[src/rtl/core/pce_pkg.sv]
// shared types and constants for the palette colour effect core
`default_nettype none
package pce_pkg;

    localparam int CHAN_W    = 8;
    localparam int CFG_IDX_W = 2;
    localparam int CFG_DAT_W = 8;
    localparam int MODE_W    = 3;
    localparam int SUM3_W    = 10;
    localparam int SEP_W     = 19;
    localparam int GAIN_W    = 9;
    localparam int PROD_W    = 17;

    localparam logic [CFG_IDX_W-1:0] CFG_EFFECT_MODE      = 2'd0;
    localparam logic [CFG_IDX_W-1:0] CFG_BRIGHTEN_PERCENT = 2'd1;

    localparam logic [MODE_W-1:0] EFFECT_MODE_RESET      = 3'd0;
    localparam logic [CHAN_W-1:0] BRIGHTEN_PERCENT_RESET = 8'd60;

    localparam logic [GAIN_W-1:0] GAIN_BASE = 9'd200;

    // sepia matrix in thousandths
    localparam logic [9:0] SEP_RR = 10'd393;
    localparam logic [9:0] SEP_RG = 10'd769;
    localparam logic [9:0] SEP_RB = 10'd189;
    localparam logic [9:0] SEP_GR = 10'd349;
    localparam logic [9:0] SEP_GG = 10'd686;
    localparam logic [9:0] SEP_GB = 10'd168;
    localparam logic [9:0] SEP_BR = 10'd272;
    localparam logic [9:0] SEP_BG = 10'd534;
    localparam logic [9:0] SEP_BB = 10'd131;

    typedef enum logic [MODE_W-1:0] {
        MODE_NONE     = 3'd0,
        MODE_GRAY     = 3'd1,
        MODE_BLUETINT = 3'd2,
        MODE_REDTINT  = 3'd3,
        MODE_SEPIA    = 3'd4,
        MODE_BRIGHTEN = 3'd5
    } t_effect_mode;

    typedef struct packed {
        logic [CHAN_W-1:0] red;
        logic [CHAN_W-1:0] green;
        logic [CHAN_W-1:0] blue;
    } t_rgb;

    // products and sums held between the two register stages
    typedef struct packed {
        logic [MODE_W-1:0] mode;
        t_rgb              pix;
        logic [SUM3_W-1:0] sum3;
        logic [SEP_W-1:0]  sep_r;
        logic [SEP_W-1:0]  sep_g;
        logic [SEP_W-1:0]  sep_b;
        logic [PROD_W-1:0] gain_r;
        logic [PROD_W-1:0] gain_g;
        logic [PROD_W-1:0] gain_b;
    } t_mix;

endpackage
`default_nettype wire

[src/rtl/core/palette_colour_effect_core.sv]
// palette colour effect core: two register stages with stall-driven flow control
// an accepted input beat goes through the product register, then the result register, before it shows on o_valid
// throughput: one beat per cycle while i_stall stays low, set by the product register and the result register
// a full pipe under i_stall holds both stages and raises o_stall
// reset (i_rst_n low, synchronous): both stages empty, effect_mode 0, brighten_percent 60
`default_nettype none
module palette_colour_effect_core (
    input  wire logic                             i_clk,
    input  wire logic                             i_rst_n,
    // configuration write port
    input  wire logic                             i_cfg_we,
    input  wire logic [pce_pkg::CFG_IDX_W-1:0]    i_cfg_idx,
    input  wire logic [pce_pkg::CFG_DAT_W-1:0]    i_cfg_data,
    // input channel
    input  wire logic                             i_valid,
    output logic                                  o_stall,
    input  wire logic [pce_pkg::CHAN_W-1:0]       i_red_in,
    input  wire logic [pce_pkg::CHAN_W-1:0]       i_green_in,
    input  wire logic [pce_pkg::CHAN_W-1:0]       i_blue_in,
    // result channel
    output logic                                  o_valid,
    input  wire logic                             i_stall,
    output logic [pce_pkg::CHAN_W-1:0]            o_red_out,
    output logic [pce_pkg::CHAN_W-1:0]            o_green_out,
    output logic [pce_pkg::CHAN_W-1:0]            o_blue_out
);
    import pce_pkg::*;

    // configuration registers
    logic [MODE_W-1:0] r_effect_mode;
    logic [CHAN_W-1:0] r_brighten_pct;

    // product stage and result stage
    logic  r_s1_valid;
    t_mix  r_s1;
    logic  r_out_valid;
    t_rgb  r_out;

    t_rgb  in_pix;
    t_mix  n_s1;
    t_rgb  n_out;
    logic  out_load;   // result register may take a new beat this cycle
    logic  s1_load;    // product register may take a new beat this cycle

    // the result register frees up when empty or when its beat is taken
    assign out_load = !r_out_valid || !i_stall;
    assign s1_load  = !r_s1_valid || out_load;
    assign o_stall  = !s1_load;

    assign in_pix.red   = i_red_in;
    assign in_pix.green = i_green_in;
    assign in_pix.blue  = i_blue_in;

    // config writes, indexes past the list are dropped
    always_ff @(posedge i_clk) begin
        if (!i_rst_n) begin
            r_effect_mode  <= EFFECT_MODE_RESET;
            r_brighten_pct <= BRIGHTEN_PERCENT_RESET;
        end else if (i_cfg_we) begin
            if (i_cfg_idx == CFG_EFFECT_MODE) begin
                r_effect_mode <= i_cfg_data[MODE_W-1:0];
            end else if (i_cfg_idx == CFG_BRIGHTEN_PERCENT) begin
                r_brighten_pct <= i_cfg_data;
            end
        end
    end

    pce_mix u_mix (
        .i_pix  (in_pix),
        .i_mode (r_effect_mode),
        .i_pct  (r_brighten_pct),
        .o_mix  (n_s1)
    );

    pce_scale u_scale (
        .i_mix (r_s1),
        .o_pix (n_out)
    );

    // stage valid bits
    always_ff @(posedge i_clk) begin
        if (!i_rst_n) begin
            r_s1_valid  <= 1'b0;
            r_out_valid <= 1'b0;
        end else begin
            if (s1_load) begin
                r_s1_valid <= i_valid;
            end
            if (out_load) begin
                r_out_valid <= r_s1_valid;
            end
        end
    end

    // payload, no reset needed
    always_ff @(posedge i_clk) begin
        if (s1_load && i_valid) begin
            r_s1 <= n_s1;
        end
        if (out_load && r_s1_valid) begin
            r_out <= n_out;
        end
    end

    assign o_valid     = r_out_valid;
    assign o_red_out   = r_out.red;
    assign o_green_out = r_out.green;
    assign o_blue_out  = r_out.blue;

`ifndef NO_ASSERTIONS
    // upstream only sees stall when both stages are full and downstream stalls
    a_stall_full: assert property (@(posedge i_clk) disable iff (!i_rst_n)
        o_stall |-> (r_s1_valid && r_out_valid && i_stall))
        else $error("stall raised with room in the pipe");

    // an accepted beat lands in the product stage
    a_in_lands: assert property (@(posedge i_clk) disable iff (!i_rst_n)
        (i_valid && !o_stall) |=> r_s1_valid)
        else $error("accepted beat lost at product stage");

    // a product beat moving on shows up as a result
    a_s1_moves: assert property (@(posedge i_clk) disable iff (!i_rst_n)
        (r_s1_valid && out_load) |=> o_valid)
        else $error("product beat lost at result stage");

    // grayscale gives equal channels
    a_gray_equal: assert property (@(posedge i_clk) disable iff (!i_rst_n)
        (r_s1_valid && out_load && (r_s1.mode == MODE_GRAY)) |=>
        ((o_red_out == o_green_out) && (o_green_out == o_blue_out)))
        else $error("grayscale channels differ");
`endif

endmodule
`default_nettype wire

[src/rtl/core/pce_mix.sv]
// first stage: channel sum, sepia dot products and brighten products
`default_nettype none
module pce_mix (
    input  wire pce_pkg::t_rgb                 i_pix,
    input  wire logic [pce_pkg::MODE_W-1:0]    i_mode,
    input  wire logic [pce_pkg::CHAN_W-1:0]    i_pct,
    output pce_pkg::t_mix                      o_mix
);
    import pce_pkg::*;

    logic [GAIN_W-1:0] gain;

    function automatic logic [SEP_W-1:0] dot3(input logic [CHAN_W-1:0] r,
                                              input logic [CHAN_W-1:0] g,
                                              input logic [CHAN_W-1:0] b,
                                              input logic [9:0] kr,
                                              input logic [9:0] kg,
                                              input logic [9:0] kb);
        dot3 = SEP_W'(kr) * SEP_W'(r) + SEP_W'(kg) * SEP_W'(g)
             + SEP_W'(kb) * SEP_W'(b);
    endfunction

    assign gain = GAIN_BASE + GAIN_W'(i_pct);

    always_comb begin
        o_mix.mode   = i_mode;
        o_mix.pix    = i_pix;
        o_mix.sum3   = SUM3_W'(i_pix.red) + SUM3_W'(i_pix.green) + SUM3_W'(i_pix.blue);
        o_mix.sep_r  = dot3(i_pix.red, i_pix.green, i_pix.blue, SEP_RR, SEP_RG, SEP_RB);
        o_mix.sep_g  = dot3(i_pix.red, i_pix.green, i_pix.blue, SEP_GR, SEP_GG, SEP_GB);
        o_mix.sep_b  = dot3(i_pix.red, i_pix.green, i_pix.blue, SEP_BR, SEP_BG, SEP_BB);
        o_mix.gain_r = PROD_W'(i_pix.red)   * PROD_W'(gain);
        o_mix.gain_g = PROD_W'(i_pix.green) * PROD_W'(gain);
        o_mix.gain_b = PROD_W'(i_pix.blue)  * PROD_W'(gain);
    end

endmodule
`default_nettype wire

[src/rtl/core/pce_scale.sv]
// second stage: constant divides, saturation and effect select
`default_nettype none
module pce_scale (
    input  wire pce_pkg::t_mix i_mix,
    output pce_pkg::t_rgb      o_pix
);
    import pce_pkg::*;

    logic [CHAN_W-1:0] avg;
    logic [CHAN_W-1:0] sep_r, sep_g, sep_b;
    logic [CHAN_W-1:0] bri_r, bri_g, bri_b;
    logic [20:0]       avg_prod;

    // floor(s/1000) by reciprocal 268436 / 2^28, exact for s up to 493998
    function automatic logic [CHAN_W-1:0] div1000_sat(input logic [SEP_W-1:0] s);
        logic [37:0] p;
        logic [8:0]  q;
        p = 38'(s) * 38'(268436);
        q = p[36:28];
        div1000_sat = (q > 9'd255) ? 8'hFF : q[7:0];
    endfunction

    // floor(s/100) by reciprocal 167773 / 2^24, exact for s below 2^17
    function automatic logic [CHAN_W-1:0] div100_sat(input logic [PROD_W-1:0] s);
        logic [34:0] p;
        logic [10:0] q;
        p = 35'(s) * 35'(167773);
        q = p[34:24];
        div100_sat = (q > 11'd255) ? 8'hFF : q[7:0];
    endfunction

    // floor(x/3) as x*683 >> 11, exact for x up to 765
    assign avg_prod = 21'(i_mix.sum3) * 21'(683);
    assign avg      = avg_prod[18:11];

    assign sep_r = div1000_sat(i_mix.sep_r);
    assign sep_g = div1000_sat(i_mix.sep_g);
    assign sep_b = div1000_sat(i_mix.sep_b);
    assign bri_r = div100_sat(i_mix.gain_r);
    assign bri_g = div100_sat(i_mix.gain_g);
    assign bri_b = div100_sat(i_mix.gain_b);

    always_comb begin
        o_pix = i_mix.pix;
        unique case (t_effect_mode'(i_mix.mode))
            MODE_GRAY: begin
                o_pix.red   = avg;
                o_pix.green = avg;
                o_pix.blue  = avg;
            end
            MODE_BLUETINT: begin
                o_pix.red   = avg;
                o_pix.green = avg;
            end
            MODE_REDTINT: begin
                o_pix.green = avg;
                o_pix.blue  = avg;
            end
            MODE_SEPIA: begin
                o_pix.red   = sep_r;
                o_pix.green = sep_g;
                o_pix.blue  = sep_b;
            end
            MODE_BRIGHTEN: begin
                o_pix.red   = bri_r;
                o_pix.green = bri_g;
                o_pix.blue  = bri_b;
            end
            default: begin
                o_pix = i_mix.pix;
            end
        endcase
    end

endmodule
`default_nettype wire

[config.mk]
export PLATFORM = sky130hd
export DESIGN_NAME = palette_colour_effect_core
export DESIGN_NICKNAME = d
export VERILOG_FILES = /design/src/rtl/core/pce_pkg.sv /design/src/rtl/core/palette_colour_effect_core.sv /design/src/rtl/core/pce_mix.sv /design/src/rtl/core/pce_scale.sv
export SDC_FILE = /design/constraint.sdc
export NUM_CORES = 2
export LEC_CHECK = 0
export BUFFER_PORTS_ARGS = -buffer_cell sky130_fd_sc_hd__buf_4
export CORE_ASPECT_RATIO = 0.8
export CORE_MARGIN = 5
export CORE_UTILIZATION = 32
export DETAILED_ROUTE_END_ITERATION = 8
export SETUP_SLACK_MARGIN = 0.15
export SYNTH_ARGS = -nofsm -noshare
export SYNTH_HDL_FRONTEND = slang
export SYNTH_SLANG_ARGS = --single-unit
[constraint.sdc]
create_clock -name i_clk -period 10.1 [get_ports i_clk]
set_input_delay 1.01 -clock i_clk [delete_from_list [all_inputs] [get_ports i_clk]]
set_output_delay 1.01 -clock i_clk [all_outputs]
set_load 0.005 [all_outputs]
-- Word level (Yosys, flattened, before mapping)
Index checks and enable logic that the tools add are counted.
- output and inout port bits: 26
- logic and storage cells: 82
- input bits: 39
- bits in registers: 182
- bitwise logic cells: 1
- reductions and logical operators: 14
- eq/ne operators: 6
- muxes and demuxes: 9
- $mul: 19
- add/subtract/negate cells: 9
- $lt $le $gt $ge: 6
- operators by type and width (cell ; count):
    17-bit by 18-bit multiplier with 35-bit output, second input constant ; 3
    19-bit by 17-bit multiplier with 35-bit output, second input constant ; 3
    8-bit one-hot mux with 3 select lines ; 3
    9-bit by 8-bit multiplier with 17-bit output, first input constant ; 4
    17-bit by 18-bit adder with 19-bit output ; 3
    19-bit by 16-bit adder with 19-bit output ; 3
    8-bit by 9-bit multiplier with 17-bit output ; 3
    8-bit 2-to-1 mux ; 6
    11-bit by 8-bit > comparator with 1-bit output, second input constant ; 3
    8-bit by 8-bit multiplier with 16-bit output, first input constant ; 2
    9-bit by 8-bit > comparator with 1-bit output, second input constant ; 3
    5-bit by 8-bit multiplier with 13-bit output, first input constant ; 2
    10-bit by 10-bit multiplier with 19-bit output, second input constant ; 1
    10-bit by 8-bit multiplier with 18-bit output, first input constant ; 1
    10-bit by 8-bit adder with 10-bit output ; 1
    8-bit by 8-bit adder with 9-bit output ; 1
    8-bit by 8-bit adder with 9-bit output, first input constant ; 1
    3-bit by 2-bit == test with 1-bit output, second input constant ; 2
    3-bit == test, second input constant ; 2
    1-bit zero test ; 4
    2-bit OR reduction ; 2
    3-bit by 1-bit == test with 1-bit output, second input constant ; 1
    3-bit AND reduction ; 1
    3-bit OR reduction ; 1
    6 further kinds ; 8

-- Longest topological paths before layout
- depth in word-level cells: 4
- gate-level depth with buffers: 28
- gate-level depth less buffers: 28

-- Modules after synthesis
Synthesis repeated with hierarchy kept, for this count alone.
- cell total of the unflattened synthesis: 5633
- area, all modules: 54567.3 um^2
- modules (own cells, without submodules) (module ; instances ; area each (um^2) ; cells an instance):
    pce_scale ; 1 ; 30340.3 ; 3278
    pce_mix ; 1 ; 18619.1 ; 2131
    palette_colour_effect_core ; 1 ; 5607.9 ; 224

-- Least setup slack after synthesis
Ideal clock, no wire load.
- path kind: input port to flip-flop
- start: input port i_stall
- end: register r_s1[0] (netlist bit), enable pin
- slack: 1.889 ns
- setup time: 0.664 ns
- required time: 9.436 ns
- stages: 2
- arrival time: 7.547 ns
- cells stage by stage: and3_1 nor2b_1
- cells in the longest elaborated chain, start to end: 4
- ends and longest elaborated chain (element ; RTL line ; RTL):
    from (decl) ; palette_colour_effect_core.sv:22 ; input wire logic i_stall,
    1-bit zero test ; palette_colour_effect_core.sv:46 ; assign out_load = !r_out_valid || !i_stall;
    1-bit logical OR ; palette_colour_effect_core.sv:46 ;
    1-bit logical OR ; palette_colour_effect_core.sv:47 ; assign s1_load = !r_s1_valid || out_load;
    1-bit logical AND ; palette_colour_effect_core.sv:97 ; if (s1_load && i_valid) begin
    to (signal assigned) ; palette_colour_effect_core.sv:98 ; r_s1 <= n_s1;
    to (decl) ; palette_colour_effect_core.sv:35 ; t_mix r_s1;
No other way between the ends.
A chain may end at the register's enable or synchronous reset.

==> results.json <==
{
  "maxSlewViolCount": 0,
  "cts.clk_slew.worst_paths_ps": 80,
  "start_kind": "input pin",
  "coreArea_mm2": 0.167,
  "dpl_worst_slack_ps": 1710,
  "vias": 36800,
  "drtIter0Drc": 2195,
  "wl_per_cell_um": 17.5,
  "period_share_pct": 78.0,
  "rsz0062_at_grt": "no",
  "ys_seq_area_share_pct": 9.79,
  "port_buffers": 64,
  "yosysWarnings": 0,
  "synth_largest_area_cell": "ha_1",
  "die-area_mm2": 0.177,
  "cts_made_buffers": 17,
  "postCtsResizedCells": 0,
  "setup_ws_ps": 2220,
  "status": "finished, final reports clean",
  "ctsHtreeMaxLevel": 4,
  "synth-edff-count": 167,
  "die_h_um": 377,
  "syn_inst": 5528,
  "antenna_found_initial": 2,
  "fin_crit_ps": 7880,
  "grt_overflow": 0,
  "clkLatencyLatePin_ps": 520,
  "max-slew-margin-rel_pct": 27.5,
  "syn2layout_area_growth_pct": 7.20,
  "yosysUniqueCellTypes": 87,
  "worstSetupPathType": "in2reg",
  "hold_viol": 0,
  "nNetsFinal": 7776,
  "setup_violations": 0,
  "wirelength_met1_um": 67300,
  "worstPathArrival_ps": 8230,
  "synth_nets": 7725,
  "totalWireLength_um": 137000,
  "gp_congestion": 0.900,
  "grt_pass1_vias": 39200,
  "die_w_um": 469,
  "dominantRegCellSynth": "edfxtp_1",
  "track_usage_pct": 15.8,
  "fmax_mhz": 127,
  "drive_gt1_share_pct": 2.77,
  "synth_area_mm2": 0.0539,
  "cts_tree": "built",
  "worst_setup_path_end_kind": "flip-flop",
  "async_flop_share_pct": 0,
  "vias_per_cell": 4.69,
  "required_ps": 10450,
  "yosysTopAreaCellShare_pct": 31.8,
  "start_util_pct": 32.2,
  "drc": 0,
  "synth.avg_cell_area_um2": 9.75,
  "route.met3.wl_um": 9440,
  "hold_path_class": "reg2reg",
  "synth_area_leaders": "ha_1 32%, fa_1 29%, inv_1 11%",
  "drv_cap": 0,
  "diodes": 0,
  "tightest_slew_ps": 1090,
  "met2_length_um": 57600,
  "hold_buffers": 0,
  "ys_seq_elements": 180,
  "setup_tns_ps": 0,
  "antenna_left": 0,
  "rows": 134,
  "grt_start_max_net_pins": 76,
  "highest_layer": "met5",
  "cts_buffer_depth": 2,
  "cts_setup_buffers": 0,
  "hpwl_um": 118000,
  "cts_root_buf": "clkbuf_16",
  "clock_sinks": 180,
  "path_max_fanout": 19,
  "drtPass1Iterations": 7,
  "io_pins": 65,
  "grt_pass1_wl_um": 219000,
  "fill_cells": 16900,
  "fin_worst_skew_ps": 18.6
}
state kept, by name (all words and copies together) (netlist names):
signal          count
r_s1              143
o_blue_out          8
o_green_out         8
o_red_out           8
r_brighten_pct      8
r_effect_mode       3
o_valid             1
r_s1_valid          1
metrics by stage:
stage | utilization (%) | instance area, um2 | hold WS (ps) | cells
finish | 34.6 | 57800 | 438 | 7836
global route | 34.6 | 57800 | 447 | 7836
CTS | 34.6 | 57800 | 439 | 7836
detailed placement | 34.2 | 57100 | 419 | 7804
global placement | 34.2 | 57100 | 416 | 7804
floorplan | - | 53900 | 408 | 5528
worst max-delay path, cell delays in order:
cell and delay (ps):
buf_4 200, fa_1 560, inv_1 50, fa_1 460, fa_1 490, fa_1 490, inv_1 40, ha_1 310
xnor2_1 190, ha_1 250, inv_1 70, fa_1 440, fa_1 550, inv_1 50, fa_1 470, inv_1 50
fa_1 470, inv_1 50, ha_1 300, a21o_1 190, a21oi_1 230, o21ai_1 140, o41ai_1 560, or4b_1 490
o211ai_1 100
layout make-up:
cell class                      count  area (um2)  area share, %
Clock buffer                       17         425          0.736
Inverter                         1547        5810           10.1
Sequential cell                   180        5280           9.13
Multi-Input combinational cell   3753       42700           73.9
Clock inverter                     15         189          0.327
Timing Repair Buffer               80         601           1.04
Tap cell                         2244        2810           4.86
cells in the final DEF, fill, tap and decap left out, types with 27 or more instances in the layout:
master       n
inv_1     1547
ha_1      1370
fa_1       788
nand2_1    213
nor2_1     170
edfxtp_1   167
a21oi_1    163
o21ai_0    129
xnor2_1    115
and2_1      95
buf_4       80
a21o_1      69
nand3_1     57
xor2_1      53
nor3_1      53
nor2b_1     40
nand2b_1    31
nand4_1     30
o21a_1      27
metal layers:
layer,global-route usage [%],vias up
met3,3.45,91
met4,3.16,2
li1,-,17900
met5,0,-
met2,24.1,774
met1,23.0,18000
final timing paths:
check             depth (start not counted)  slack, ps                 endpoint                     startpoint
setup reg to reg                         20       2800  o_blue_out[2]$_DFFE_PP_              r_s1[6]$_DFFE_PP_
hold reg to reg                           0        440      r_s1[142]$_DFFE_PP_  r_effect_mode[0]$_SDFFE_PN0P_
hold / removal                            0        440      r_s1[142]$_DFFE_PP_  r_effect_mode[0]$_SDFFE_PN0P_
setup / recovery                         25       2220       r_s1[87]$_DFFE_PP_                  i_green_in[5]
cell families (layout without fill, tap and decap cells):
family / after synthesis / in the layout / synth area share, %
muxes: 20 / 20 / 0.383
adders and majority gates: 2158 / 2158 / 61.1
xor gates and xnor gates: 170 / 170 / 2.76
DFF: 180 / 180 / 9.79
AOI/OAI and AO/OA: 626 / 626 / 7.71
buffers and inverters: 1595 / 1659 / 11.1
and+or+nand+nor: 779 / 779 / 7.15
synth_stat cells, drive strengths merged, types with 18 or more instances:
library cell and number:
a211oi 21, a21boi 18, a21o 69, a21oi 163, and2 95, and3 22
clkbuf 46, edfxtp 167, fa 788, ha 1370, inv 1547, nand2 213
nand2b 31, nand3 57, nand4 31, nor2 170, nor2b 41, nor3 55
o211ai 21, o21a 27, o21ai 138, o21bai 26, xnor2 116, xor2 54
Power is not shown: default switching activity piles up to over one toggle a cycle in this logic, so the estimate is an artifact.
